### src/sv/css_pkg.sv
// Package: scan modes, character codes and shared types for the comment stripper.
`default_nettype none
package css_pkg;

   localparam logic [2:0] MODE_NORMAL = 3'd0;
   localparam logic [2:0] MODE_SPACE  = 3'd1;
   localparam logic [2:0] MODE_SLASH  = 3'd2;
   localparam logic [2:0] MODE_LINE   = 3'd3;
   localparam logic [2:0] MODE_BLOCK  = 3'd4;
   localparam logic [2:0] MODE_HALTED = 3'd5;

   localparam logic [7:0] CH_NUL    = 8'd0;
   localparam logic [7:0] CH_NL     = 8'd10;
   localparam logic [7:0] CH_SPACE  = 8'd32;
   localparam logic [7:0] CH_DQUOTE = 8'd34;
   localparam logic [7:0] CH_SQUOTE = 8'd39;
   localparam logic [7:0] CH_STAR   = 8'd42;
   localparam logic [7:0] CH_SLASH  = 8'd47;

   typedef struct packed {
      logic [1:0] count;
      logic [7:0] byte0;
      logic [7:0] byte1;
   } step_result_type;

   function automatic logic is_alnum(input logic [7:0] c);
      is_alnum = (c >= 8'd48 && c <= 8'd57) || (c >= 8'd65 && c <= 8'd90) ||
                 (c >= 8'd97 && c <= 8'd122);
   endfunction

endpackage
`default_nettype wire

### src/sv/css_scan.sv
// Scanner: mode, previous byte and line mark, with the per-item step logic.
`default_nettype none
module css_scan (
   input  wire logic                     clock,
   input  wire logic                     reset,
   input  wire logic                     step_en,
   input  wire logic [7:0]               in_char,
   output css_pkg::step_result_type      result
);

   logic [2:0] mode_ff, mode_in;
   logic [7:0] prev_ff, prev_in;
   logic       lht_ff, lht_in;

   always_comb begin
      mode_in      = mode_ff;
      prev_in      = prev_ff;
      lht_in       = lht_ff;
      result.count = 2'd0;
      result.byte0 = in_char;
      result.byte1 = in_char;
      case (mode_ff)
         css_pkg::MODE_HALTED: begin
         end
         css_pkg::MODE_SPACE: begin
            if (in_char == css_pkg::CH_NUL) begin
               mode_in = css_pkg::MODE_HALTED;
            end else begin
               if (css_pkg::is_alnum(in_char) || in_char == css_pkg::CH_DQUOTE ||
                   in_char == css_pkg::CH_SQUOTE) begin
                  result.count = 2'd2;
                  result.byte0 = css_pkg::CH_SPACE;
               end else begin
                  result.count = 2'd1;
               end
               prev_in = in_char;
               mode_in = css_pkg::MODE_NORMAL;
            end
         end
         css_pkg::MODE_SLASH: begin
            if (in_char == css_pkg::CH_NUL) begin
               mode_in = css_pkg::MODE_HALTED;
            end else if (in_char == css_pkg::CH_SLASH) begin
               mode_in = css_pkg::MODE_LINE;
            end else if (in_char == css_pkg::CH_STAR) begin
               prev_in = css_pkg::CH_SPACE;
               mode_in = css_pkg::MODE_BLOCK;
            end else begin
               result.count = 2'd2;
               result.byte0 = css_pkg::CH_SLASH;
               prev_in      = in_char;
               mode_in      = css_pkg::MODE_NORMAL;
            end
         end
         css_pkg::MODE_LINE: begin
            if (in_char == css_pkg::CH_NL) begin
               prev_in = css_pkg::CH_NL;
               mode_in = css_pkg::MODE_NORMAL;
            end
         end
         css_pkg::MODE_BLOCK: begin
            if (in_char == css_pkg::CH_SLASH && prev_ff == css_pkg::CH_STAR) begin
               mode_in = css_pkg::MODE_NORMAL;
            end
            prev_in = in_char;
         end
         default: begin
            mode_in = css_pkg::MODE_NORMAL;
            if (in_char == css_pkg::CH_SPACE) begin
               if (css_pkg::is_alnum(prev_ff)) begin
                  mode_in = css_pkg::MODE_SPACE;
               end else begin
                  prev_in = css_pkg::CH_SPACE;
               end
            end else if (in_char == css_pkg::CH_SLASH) begin
               mode_in = css_pkg::MODE_SLASH;
            end else if (in_char == css_pkg::CH_NL) begin
               if (lht_ff) begin
                  lht_in       = 1'b0;
                  result.count = 2'd1;
               end
               prev_in = in_char;
            end else begin
               lht_in       = 1'b1;
               result.count = 2'd1;
               prev_in      = in_char;
            end
         end
      endcase
   end

   always_ff @(posedge clock) begin
      if (reset) begin
         mode_ff <= css_pkg::MODE_NORMAL;
         prev_ff <= css_pkg::CH_SPACE;
         lht_ff  <= 1'b0;
      end else if (step_en) begin
         mode_ff <= mode_in;
         prev_ff <= prev_in;
         lht_ff  <= lht_in;
      end
   end

`ifndef ASSERT_OFF
   a_halt_holds: assert property (@(posedge clock) disable iff (reset)
      mode_ff == css_pkg::MODE_HALTED |=> mode_ff == css_pkg::MODE_HALTED)
      else $error("halted scanner left halt without reset");
`endif

endmodule
`default_nettype wire

### src/sv/css_obuf.sv
// Result buffer: holds up to two bytes of one item and hands them out in order.
`default_nettype none
module css_obuf (
   input  wire logic                     clock,
   input  wire logic                     reset,
   input  wire logic                     load,
   input  wire css_pkg::step_result_type result,
   output logic                          free,
   output logic                          rsp_valid,
   input  wire logic                     rsp_stall,
   output logic [7:0]                    rsp_out_char,
   output logic                          rsp_last_of_run
);

   logic       res_v_ff, res_v_in;
   logic       idx_ff, idx_in;
   logic [1:0] count_ff;
   logic [7:0] b0_ff;
   logic [7:0] b1_ff;
   logic       accept;

   assign rsp_valid       = res_v_ff;
   assign rsp_out_char    = idx_ff ? b1_ff : b0_ff;
   assign rsp_last_of_run = idx_ff || (count_ff != 2'd2);
   assign accept          = res_v_ff && !rsp_stall;
   assign free            = !res_v_ff || (accept && rsp_last_of_run);

   always_comb begin
      res_v_in = res_v_ff;
      idx_in   = idx_ff;
      if (load) begin
         res_v_in = 1'b1;
         idx_in   = 1'b0;
      end else if (accept) begin
         if (rsp_last_of_run) begin
            res_v_in = 1'b0;
         end else begin
            idx_in = 1'b1;
         end
      end
   end

   always_ff @(posedge clock) begin
      if (reset) begin
         res_v_ff <= 1'b0;
         idx_ff   <= 1'b0;
      end else begin
         res_v_ff <= res_v_in;
         idx_ff   <= idx_in;
      end
   end

   always_ff @(posedge clock) begin
      if (load) begin
         count_ff <= result.count;
         b0_ff    <= result.byte0;
         b1_ff    <= result.byte1;
      end
   end

`ifndef ASSERT_OFF
   a_load_when_free: assert property (@(posedge clock) disable iff (reset)
      load |-> free)
      else $error("result buffer overwritten while holding bytes");
   a_load_nonempty: assert property (@(posedge clock) disable iff (reset)
      load |-> result.count != 2'd0)
      else $error("empty result loaded");
   a_second_byte: assert property (@(posedge clock) disable iff (reset)
      res_v_ff && idx_ff |-> count_ff == 2'd2)
      else $error("second byte selected for a single-byte item");
`endif

endmodule
`default_nettype wire

### src/sv/comment_strip_space_squeeze.sv
// Top level: input register, scanner and result buffer of the comment stripper.
//
// Source bytes enter on the req_ channel, one byte per item. Cleaned bytes
// leave on the rsp_ channel; rsp_last_of_run marks the last byte produced
// by one input byte. An input byte gives zero, one or two output bytes.
// A byte accepted into the input register is scanned from there; its output
// bytes are registered in the result buffer and offered from it.
// Throughput: one input byte per cycle while each gives at most one output
// byte and the receiver does not stall; a byte that gives two output bytes
// holds the result buffer until both are taken, as the output port carries one
// byte at a time. Bytes giving no output never wait on the result buffer.
// Reset (synchronous, active high) empties both registers and returns the
// scanner to plain text with no line text and a space as previous byte.
// A zero byte after a pending space or slash halts the stream: later bytes
// are accepted and dropped until reset.
// When the receiver stalls, the result buffer holds its byte; the input
// register waits only if its byte produces output, and req_stall rises then.
`default_nettype none
module comment_strip_space_squeeze (
   input  wire logic       clock,
   input  wire logic       reset,
   input  wire logic       req_valid,
   output logic            req_stall,
   input  wire logic [7:0] req_in_char,
   output logic            rsp_valid,
   input  wire logic       rsp_stall,
   output logic [7:0]      rsp_out_char,
   output logic            rsp_last_of_run
);

   logic                     in_v_ff;
   logic [7:0]               in_char_ff;
   logic                     buf_free;
   logic                     advance;
   css_pkg::step_result_type result;

   assign advance   = in_v_ff && (result.count == 2'd0 || buf_free);
   assign req_stall = in_v_ff && !advance;

   always_ff @(posedge clock) begin
      if (reset) begin
         in_v_ff <= 1'b0;
      end else if (!req_stall) begin
         in_v_ff <= req_valid;
      end
   end

   always_ff @(posedge clock) begin
      if (req_valid && !req_stall) begin
         in_char_ff <= req_in_char;
      end
   end

   css_scan u_scan (
      .clock   (clock),
      .reset   (reset),
      .step_en (advance),
      .in_char (in_char_ff),
      .result  (result)
   );

   css_obuf u_obuf (
      .clock           (clock),
      .reset           (reset),
      .load            (advance && result.count != 2'd0),
      .result          (result),
      .free            (buf_free),
      .rsp_valid       (rsp_valid),
      .rsp_stall       (rsp_stall),
      .rsp_out_char    (rsp_out_char),
      .rsp_last_of_run (rsp_last_of_run)
   );

endmodule
`default_nettype wire
### config.mk
export PLATFORM = sky130hd
export DESIGN_NAME = comment_strip_space_squeeze
export DESIGN_NICKNAME = d
export VERILOG_FILES = /design/src/sv/css_pkg.sv /design/src/sv/css_scan.sv /design/src/sv/css_obuf.sv /design/src/sv/comment_strip_space_squeeze.sv
export SDC_FILE = /design/constraint.sdc
export NUM_CORES = 1
export LEC_CHECK = 0
export BUFFER_PORTS_ARGS = -buffer_cell sky130_fd_sc_hd__buf_2
export CORE_ASPECT_RATIO = 0.75
export CORE_MARGIN = 2
export CORE_UTILIZATION = 30
export DETAILED_ROUTE_END_ITERATION = 12
export RECOVER_POWER = 25
export SYNTH_ARGS = -nofsm -noshare
export SYNTH_HDL_FRONTEND = slang
export SYNTH_SLANG_ARGS = --single-unit
### constraint.sdc
create_clock -name clock -period 2.4 [get_ports clock]
set_clock_uncertainty 0.1 [all_clocks]
set_input_delay 0.12 -clock clock [delete_from_list [all_inputs] [get_ports clock]]
set_output_delay 0.12 -clock clock [all_outputs]
set_load 0.1 [all_outputs]
Yosys cells after proc, flatten, opt, wreduce, memory -nomap -nowiden
Index checks and enable logic that the tools add are counted.

Register bits: 41. Output and inout bits: 11. Input port bits: 12. Logic and storage cells: 122.

Order comparisons: 12. Reduce and logical (&&, ||, !) cells: 39. Mux-type cells: 36. Eq/ne operators: 20. Bitwise gates (word level): 5.

Operators by type and width (number): $mux W8 (10); $eq A8 B6 Y1 const B (6); $mux W10 (4); $pmux W8 S5 (1); $ge A8 B7 Y1 const B (4); $le A8 B7 Y1 const B (4); $mux W3 (7); $ge A8 B6 Y1 const B (2); $le A8 B6 Y1 const B (2); $pmux W8 S2 (1); $pmux W3 S5 (1); $logic_and A1 B1 Y1 (13); $logic_or A1 B1 Y1 (9); $eq A8 B4 Y1 const B (1); $logic_not A8 Y1 (1); $mux W2 (4); $ne A2 B2 Y1 const B (4); $reduce_and A4 Y1 (2); $reduce_and A8 Y1 (1); $mux W1 (7); $eq A3 B2 Y1 const B (2); $eq A3 B3 Y1 const B (2); $ne A6 B6 Y1 const B (1); $pmux W2 S3 (1); other kinds (11) (22).

Longest topological paths before layout
Depth in word-level cells: 16. Gate-level depth with buffers: 7. Mapped depth without buffers: 6.

Hierarchy
Synthesis repeated with hierarchy kept, for this count alone.

Cell total of the unflattened synthesis: 199. Area, all modules: 2188.3 sq um.

By module, submodules not included: css_scan (times used 1, area each 1127.3 sq um, seq. area each 240.2 sq um, cells each 144); css_obuf (times used 1, area each 750.7 sq um, seq. area each 580.6 sq um, cells each 38); comment_strip_space_squeeze (times used 1, area each 310.3 sq um, seq. area each 260.2 sq um, cells each 17).

Worst setup path before layout
Ideal clock, no wire load.

Kind: reg2reg. From: register in_char_ff[4]. To: register in_char_ff[0] (enable). Arrival time: 2.431 ns. Stages on the path, launching flop included: 7. Library setup time: 0.373 ns. Path buffers: 0. Clock period less this slack: 2.904 ns. Setup slack: -0.504 ns. Data required time: 1.927 ns. Cell sequence: edfxtp_1 -> or4_4 -> nor3_1 -> o32ai_1 -> nand3_1 -> inv_1 -> nor2_1.

Word-level cells in the longest chain between the ends: 16. Elaborated cells on any way between the ends: 36. Those cells by class: order compare: 6; eq/ne: 6; mux: 9; reduce/logical: 15.

Ends and longest elaborated chain: start: declaration (RTL line comment_strip_space_squeeze.sv:32) `logic [7:0] in_char_ff;`; start signal: assignment (RTL line comment_strip_space_squeeze.sv:50) `in_char_ff <= req_in_char;`; $ge A8 B6 Y1 (tied with other cells) (RTL line css_pkg.sv:27) `is_alnum = (c >= 8'd48 && c <= 8'd57) || (c >= 8'd65 && c <= 8'd90) ||`; $logic_and A1 B1 Y1 (RTL line css_pkg.sv:27); $logic_or A1 B1 Y1 (2 in series) (RTL line css_pkg.sv:27); $logic_or A1 B1 Y1 (2 in series) (RTL line css_scan.sv:29) `if (css_pkg::is_alnum(in_char) || in_char == css_pkg::CH_DQUOTE ||`; $mux W2 (RTL line css_scan.sv:29); $mux W10 (RTL line css_scan.sv:26) `if (in_char == css_pkg::CH_NUL) begin`; $pmux W2 S3 * (RTL line css_scan.sv:22) `case (mode_ff)`; $logic_not A2 Y1 * (RTL line comment_strip_space_squeeze.sv:37) `assign advance = in_v_ff && (result.count == 2'd0 || buf_free);`; $logic_or A1 B1 Y1 * (RTL line comment_strip_space_squeeze.sv:37); $logic_and A1 B1 Y1 * (RTL line comment_strip_space_squeeze.sv:37); $logic_not A1 Y1 * (RTL line comment_strip_space_squeeze.sv:38) `assign req_stall = in_v_ff && !advance;`; $logic_and A1 B1 Y1 * (RTL line comment_strip_space_squeeze.sv:38); named net req_stall (RTL line comment_strip_space_squeeze.sv:23) `output logic req_stall,`; $logic_not A1 Y1 * (RTL line comment_strip_space_squeeze.sv:49) `if (req_valid && !req_stall) begin`; $logic_and A1 B1 Y1 * (RTL line comment_strip_space_squeeze.sv:49).

The timed path passes the listed nets; every way through them passes the cells marked *. A chain may end at the register's enable or synchronous reset.

Worst setup path after layout
From: register in_char_ff[7]. To: register u_scan.mode_ff[0].

Word-level cells in the longest chain between the ends: 13. Elaborated cells on any way between the ends: 41. Those cells by class: order compare: 6; eq/ne: 8; mux: 14; reduce/logical: 13.

Ends and longest elaborated chain: $ge A8 B6 Y1 (tied with other cells) (RTL line css_pkg.sv:27); $logic_and A1 B1 Y1 (RTL line css_pkg.sv:27); $logic_or A1 B1 Y1 (2 in series) (RTL line css_pkg.sv:27); $logic_or A1 B1 Y1 (2 in series) (RTL line css_scan.sv:29); $mux W2 (RTL line css_scan.sv:29); $mux W10 (RTL line css_scan.sv:26); $pmux W2 S3 (RTL line css_scan.sv:22); $logic_not A2 Y1 (RTL line comment_strip_space_squeeze.sv:37); $logic_or A1 B1 Y1 (RTL line comment_strip_space_squeeze.sv:37); $logic_and A1 B1 Y1 (RTL line comment_strip_space_squeeze.sv:37); $reduce_and A4 Y1 (no source line); end signal: assignment (RTL line css_scan.sv:94) `mode_ff <= css_pkg::MODE_NORMAL;`; end signal: assignment (RTL line css_scan.sv:98) `mode_ff <= mode_in;`; end: declaration (RTL line css_scan.sv:11) `logic [2:0] mode_ff, mode_in;`.

Several ways; a longest one is shown, not always the timed one.

==> results.txt <==
- The flow ran to the end, but the final reports show violations.
* Violations in the final reports: negative setup slack
- Number of cells in the design after placement: 322
- Number of vias after detailed routing: 1834
* Max-slew violations: 0
- Final hold violation count: 0
- The first global-routing pass estimated 7.94 mm of wire.
* Mux cell area share after synthesis: 4.74%
- Number of detailed-routing iterations run before antenna repair: 5
* Post-synthesis cell area: 0.00211 mm^2
* DRC violation count after routing: 0
- RSZ-0062 raised after global routing: true
* Avg Synthesized Cell Area: 11.0 um^2
- Across the VDD grid, the largest voltage drop is 0.274 mV.
* Period Utilization, post-route: 101%
- Number of global-route vias before repair: 1629
- Headroom to the max-slew limit came out at 60.0%.
* Die H: 76.6 um
- Setup violations remaining at the end of the flow were counted as 3.
- Summing the areas of all and, or, nand and nor instances in the mapped netlist gives 21.6% of the synthesized area.
- Sorting the synthesized cells by how often they occur yields sky130_fd_sc_hd__edfxtp_1, sky130_fd_sc_hd__dfxtp_1, sky130_fd_sc_hd__a21oi_1, sky130_fd_sc_hd__nand2_1, sky130_fd_sc_hd__nor2_1.
- In this run the count of I/O pins placed on the die edge is 23.
- Predominant post-synthesis flop cell: sky130_fd_sc_hd__edfxtp_1
* CTS buffer count: 5
- In the global route stage, met1 resource usage came out at 20.3%.
- Final WS setup: -0.0121 ns
- RD Place Congestion: 0.890
- Counting flops with a built-in enable in the synthesized netlist gives 26.
- After detailed routing, the total wire length is 5.28 mm.
- Total Neg Setup Slack: -0.0203 ns
- Max-cap violations: 0
- The critical path crosses 9 cells after its start point.
- Data on the critical path arrives at its endpoint at 2.52 ns.
- The number of cells on the worst reg-to-reg path is 9.
- Clock tree synthesis found a total of 41 sinks.
- Clock-pin slew was measured on the worst setup and hold paths at 0.08 ns.
- After the first detailed-routing iteration, the DRC count stood at 118.
* Effective utilization at floorplan: 31.0%
- Global routing used 17.5% of the available met2 tracks.
- The startpoint identified for the worst register-to-register timing path is in_char_ff[7].
* Worst Setup Start Kind: register
- The critical path contains buffers and inverters numbering 3 combined.
- Final period demand of the worst path: 2.41 ns
- Clock latency reported for the late side of the worst-skew pair: 0.29 ns
* Layer carrying the most global-route usage: met1
- Of all cell types, the one taking the most synthesized area is sky130_fd_sc_hd__edfxtp_1.
- Compared with the post-synthesis result, the final layout area differs by 38.7%.
* GR met3 Demand/Resource: 3.39%
- Instance count of the mapped netlist: 192
- Grouping stages by cell kind, the critical path spends the most delay in compound AO/OA/AOI/OAI gates.
- For this run, the post-layout net count is 277.
* Via-per-instance ratio: 5.26
- The repair_antennas step left the layout with diodes totalling 0.
- Post-synth cell types: 60
* Die outline width: 101 um
- Net Count, Synth: 204
* Synth Area in Compound Gates: 18.5%
- In this run the remaining antenna-violating nets after routing total 0.
- Post-detailed-placement half-perimeter wirelength: 3.75 mm
- Flops & latches, synth: 41
* Dominant combinational cell family by area after synthesis: simple AND/OR/NAND/NOR gates
* Maximum clock frequency: 0.415 GHz
- Global routing used 13.2% of the available tracks across all layers.
- Number of placement rows: 26
* Hold crit path type: input pin to register
* Slack of the worst reg-to-reg path: -0.01 ns
- Following the worst setup path forward leads to its endpoint at u_scan.mode_ff[0].
- Sequential share of the synthesized area: 51.2%
- Cell-by-cell trace of the critical path: clkbuf_1, nor4b_4, and4b_1, o32ai_4, buf_6, a211oi_4, buf_4, nor2_1, a211oi_1
- On the critical path, the stage with the largest delay is an instance of sky130_fd_sc_hd__edfxtp_1.
- For this run, asynchronously set or reset flops after synthesis account for 0%.
* Critical path startpoint: in_char_ff[7]
- WL/cell: 15.1 um
- For this run, the number of Yosys warnings is 0.
- Total congestion overflow after global routing: 0
- The number of antenna violations at the first check in global routing was 0.
- Post-route insts no fill: 349
- Of the total synthesized cell area, the portion taken by XOR and XNOR cells is 0.415%.
- After synthesis, the largest area contributor takes up 37.0% of total cell area.
- Data on the critical path is required at its endpoint by 2.50 ns.
- The post-route netlist has 40.4% of its cells at a drive strength greater than 1.
- Maximum number of pins on one net before global-route repair: 21
- Peak per-stage delay on the critical path: 0.47 ns
- The worst register-to-register path ends at u_scan.mode_ff[0].
* Pwr per Cell Area: 553 mW/mm^2
- Element type at the critical path end: register
* Static Leak: 0.00110 uW
- The most common cell in the synthesized netlist is sky130_fd_sc_hd__edfxtp_1.
* DIE AREA: 0.00773 mm^2
- Summing the areas of all fa, ha and maj instances in the mapped netlist gives 0% of the synthesized area.
- The H-tree generated during clock tree synthesis spans 2 levels.
* IO buf count: 22
- TritonCTS built the clock tree.
- The critical path is of the register to register type.
- In this run the deepest clock path goes through 2 buffers.
- Cell at the root of the clock tree: sky130_fd_sc_hd__clkbuf_8
- Ranked by total cell area, the synthesized netlist is headed by sky130_fd_sc_hd__edfxtp_1, sky130_fd_sc_hd__dfxtp_1, sky130_fd_sc_hd__mux2_2, sky130_fd_sc_hd__a21oi_1, sky130_fd_sc_hd__o21ai_0.
- Maximum fanout count along the critical path: 5
- For the pin with the worst max-slew slack, the measured transition is 0.594 ns.
- After floorplanning, the core was sized to cover 0.00680 mm^2.
## metal layers
layer / vias to the layer above / share of wire, %
li1: 889 / -
met1: 870 / 49
met2: 64 / 43
met3: 11 / 5.9
met4: 0 / 2.1
met5: - / 0
## layout by cell type, fill, tap and decap left out, drive strengths merged, types with 3 or more instances in the layout
| master | Yosys | routed |
|---|---|---|
| nor3b | 4 | 4 |
| a21oi | 14 | 14 |
| nor2 | 13 | 13 |
| nor2b | 4 | 4 |
| and2 | 5 | 5 |
| dfxtp | 15 | 15 |
| nand4 | 5 | 5 |
| or4 | 3 | 3 |
| nand4b | 3 | 3 |
| a311oi | 3 | 3 |
| a21o | 4 | 4 |
| nand2 | 14 | 14 |
| dlygate4sd3 | 0 | 8 |
| nor3 | 4 | 5 |
| inv | 6 | 6 |
| or2 | 4 | 4 |
| clkbuf | 2 | 9 |
| o21ai | 11 | 11 |
| mux2 | 8 | 8 |
| edfxtp | 26 | 26 |
| buf | 5 | 59 |
## worst min-delay path by stage
stage          slack [ns]  cells past startpoint           endpoint           start
4_1_cts              0.02                      3            in_v_ff       req_valid
5_1_grt              0.06                      3            in_v_ff       req_valid
2_1_floorplan        0.09                      1  u_scan.mode_ff[2]           reset
6_report             0.02                      3            in_v_ff       req_valid
3_5_place_dp         0.20                      1      in_char_ff[0]  req_in_char[0]
3_3_place_gp         0.20                      1      in_char_ff[2]  req_in_char[2]
## final cells by class
type                       instances  area (um^2)
fill                             635         3870
multi-input combinational        139         1100
sequential                        41         1080
timing repair buffer              72          536
tap                               84          105
clock buffer                       5         68.8
inverter                           6         22.5
clock inverter                     2         11.3
## what timing repair did
item / CTS / global route
pin swaps: 5 / 17
hold buffers: 8 / 0
setup buffers: 2 / 9
hold endpoints to repair: 8 / 0
setup endpoints to repair: 8 / 19
resized for setup: 7 / 22
cloned: 0 / 2
## through the flow
| stage | hold WS, ns | util [%] | setup WS [ns] | instance area [um^2] | total power [uW] |
|---|---|---|---|---|---|
| after floorplan | 0.0921 | - | -0.273 | 2120 | 1060 |
| after CTS | 0.0154 | 40.5 | -0.000370 | 2750 | 1590 |
| after detailed placement | 0.198 | 37.5 | -0.0756 | 2550 | 1150 |
| after global routing | 0.0558 | 43.1 | -0.150 | 2930 | 1680 |
| after global placement | 0.196 | 37.5 | -0.0289 | 2550 | 1150 |
| final | 0.0215 | 43.1 | -0.0121 | 2930 | 1620 |
## state kept, by name, summed over array words and instances (netlist names)
register and flops:
in_char_ff 8, u_obuf.b0_ff 8, u_obuf.b1_ff 8, u_scan.prev_ff 8
u_scan.mode_ff 3, u_obuf.count_ff 2, in_v_ff 1, u_obuf.idx_ff 1
u_obuf.rsp_valid 1, u_scan.lht_ff 1
## tightest hold or removal path: cells and delay by family
kind / cells / cell delay, ns
buf+inv: 2 / 0.13
compound gates: 1 / 0.13
## logic make-up (layout without fill, tap and decap cells)
family	Yosys count	after routing
and+or+nand+nor	74	75
AOI/OAI and AO/OA	54	54
DFF	41	41
buffers and inverters	13	85
muxes	9	9
xor gates and xnor gates	1	1
## power breakdown
| part | internal (uW) | switching, uW |
|---|---|---|
| registers | 799 | 29.1 |
| clock network | 195 | 236 |
| logic | 142 | 218 |
No activity file was read; power rests on OpenSTA's default activity.
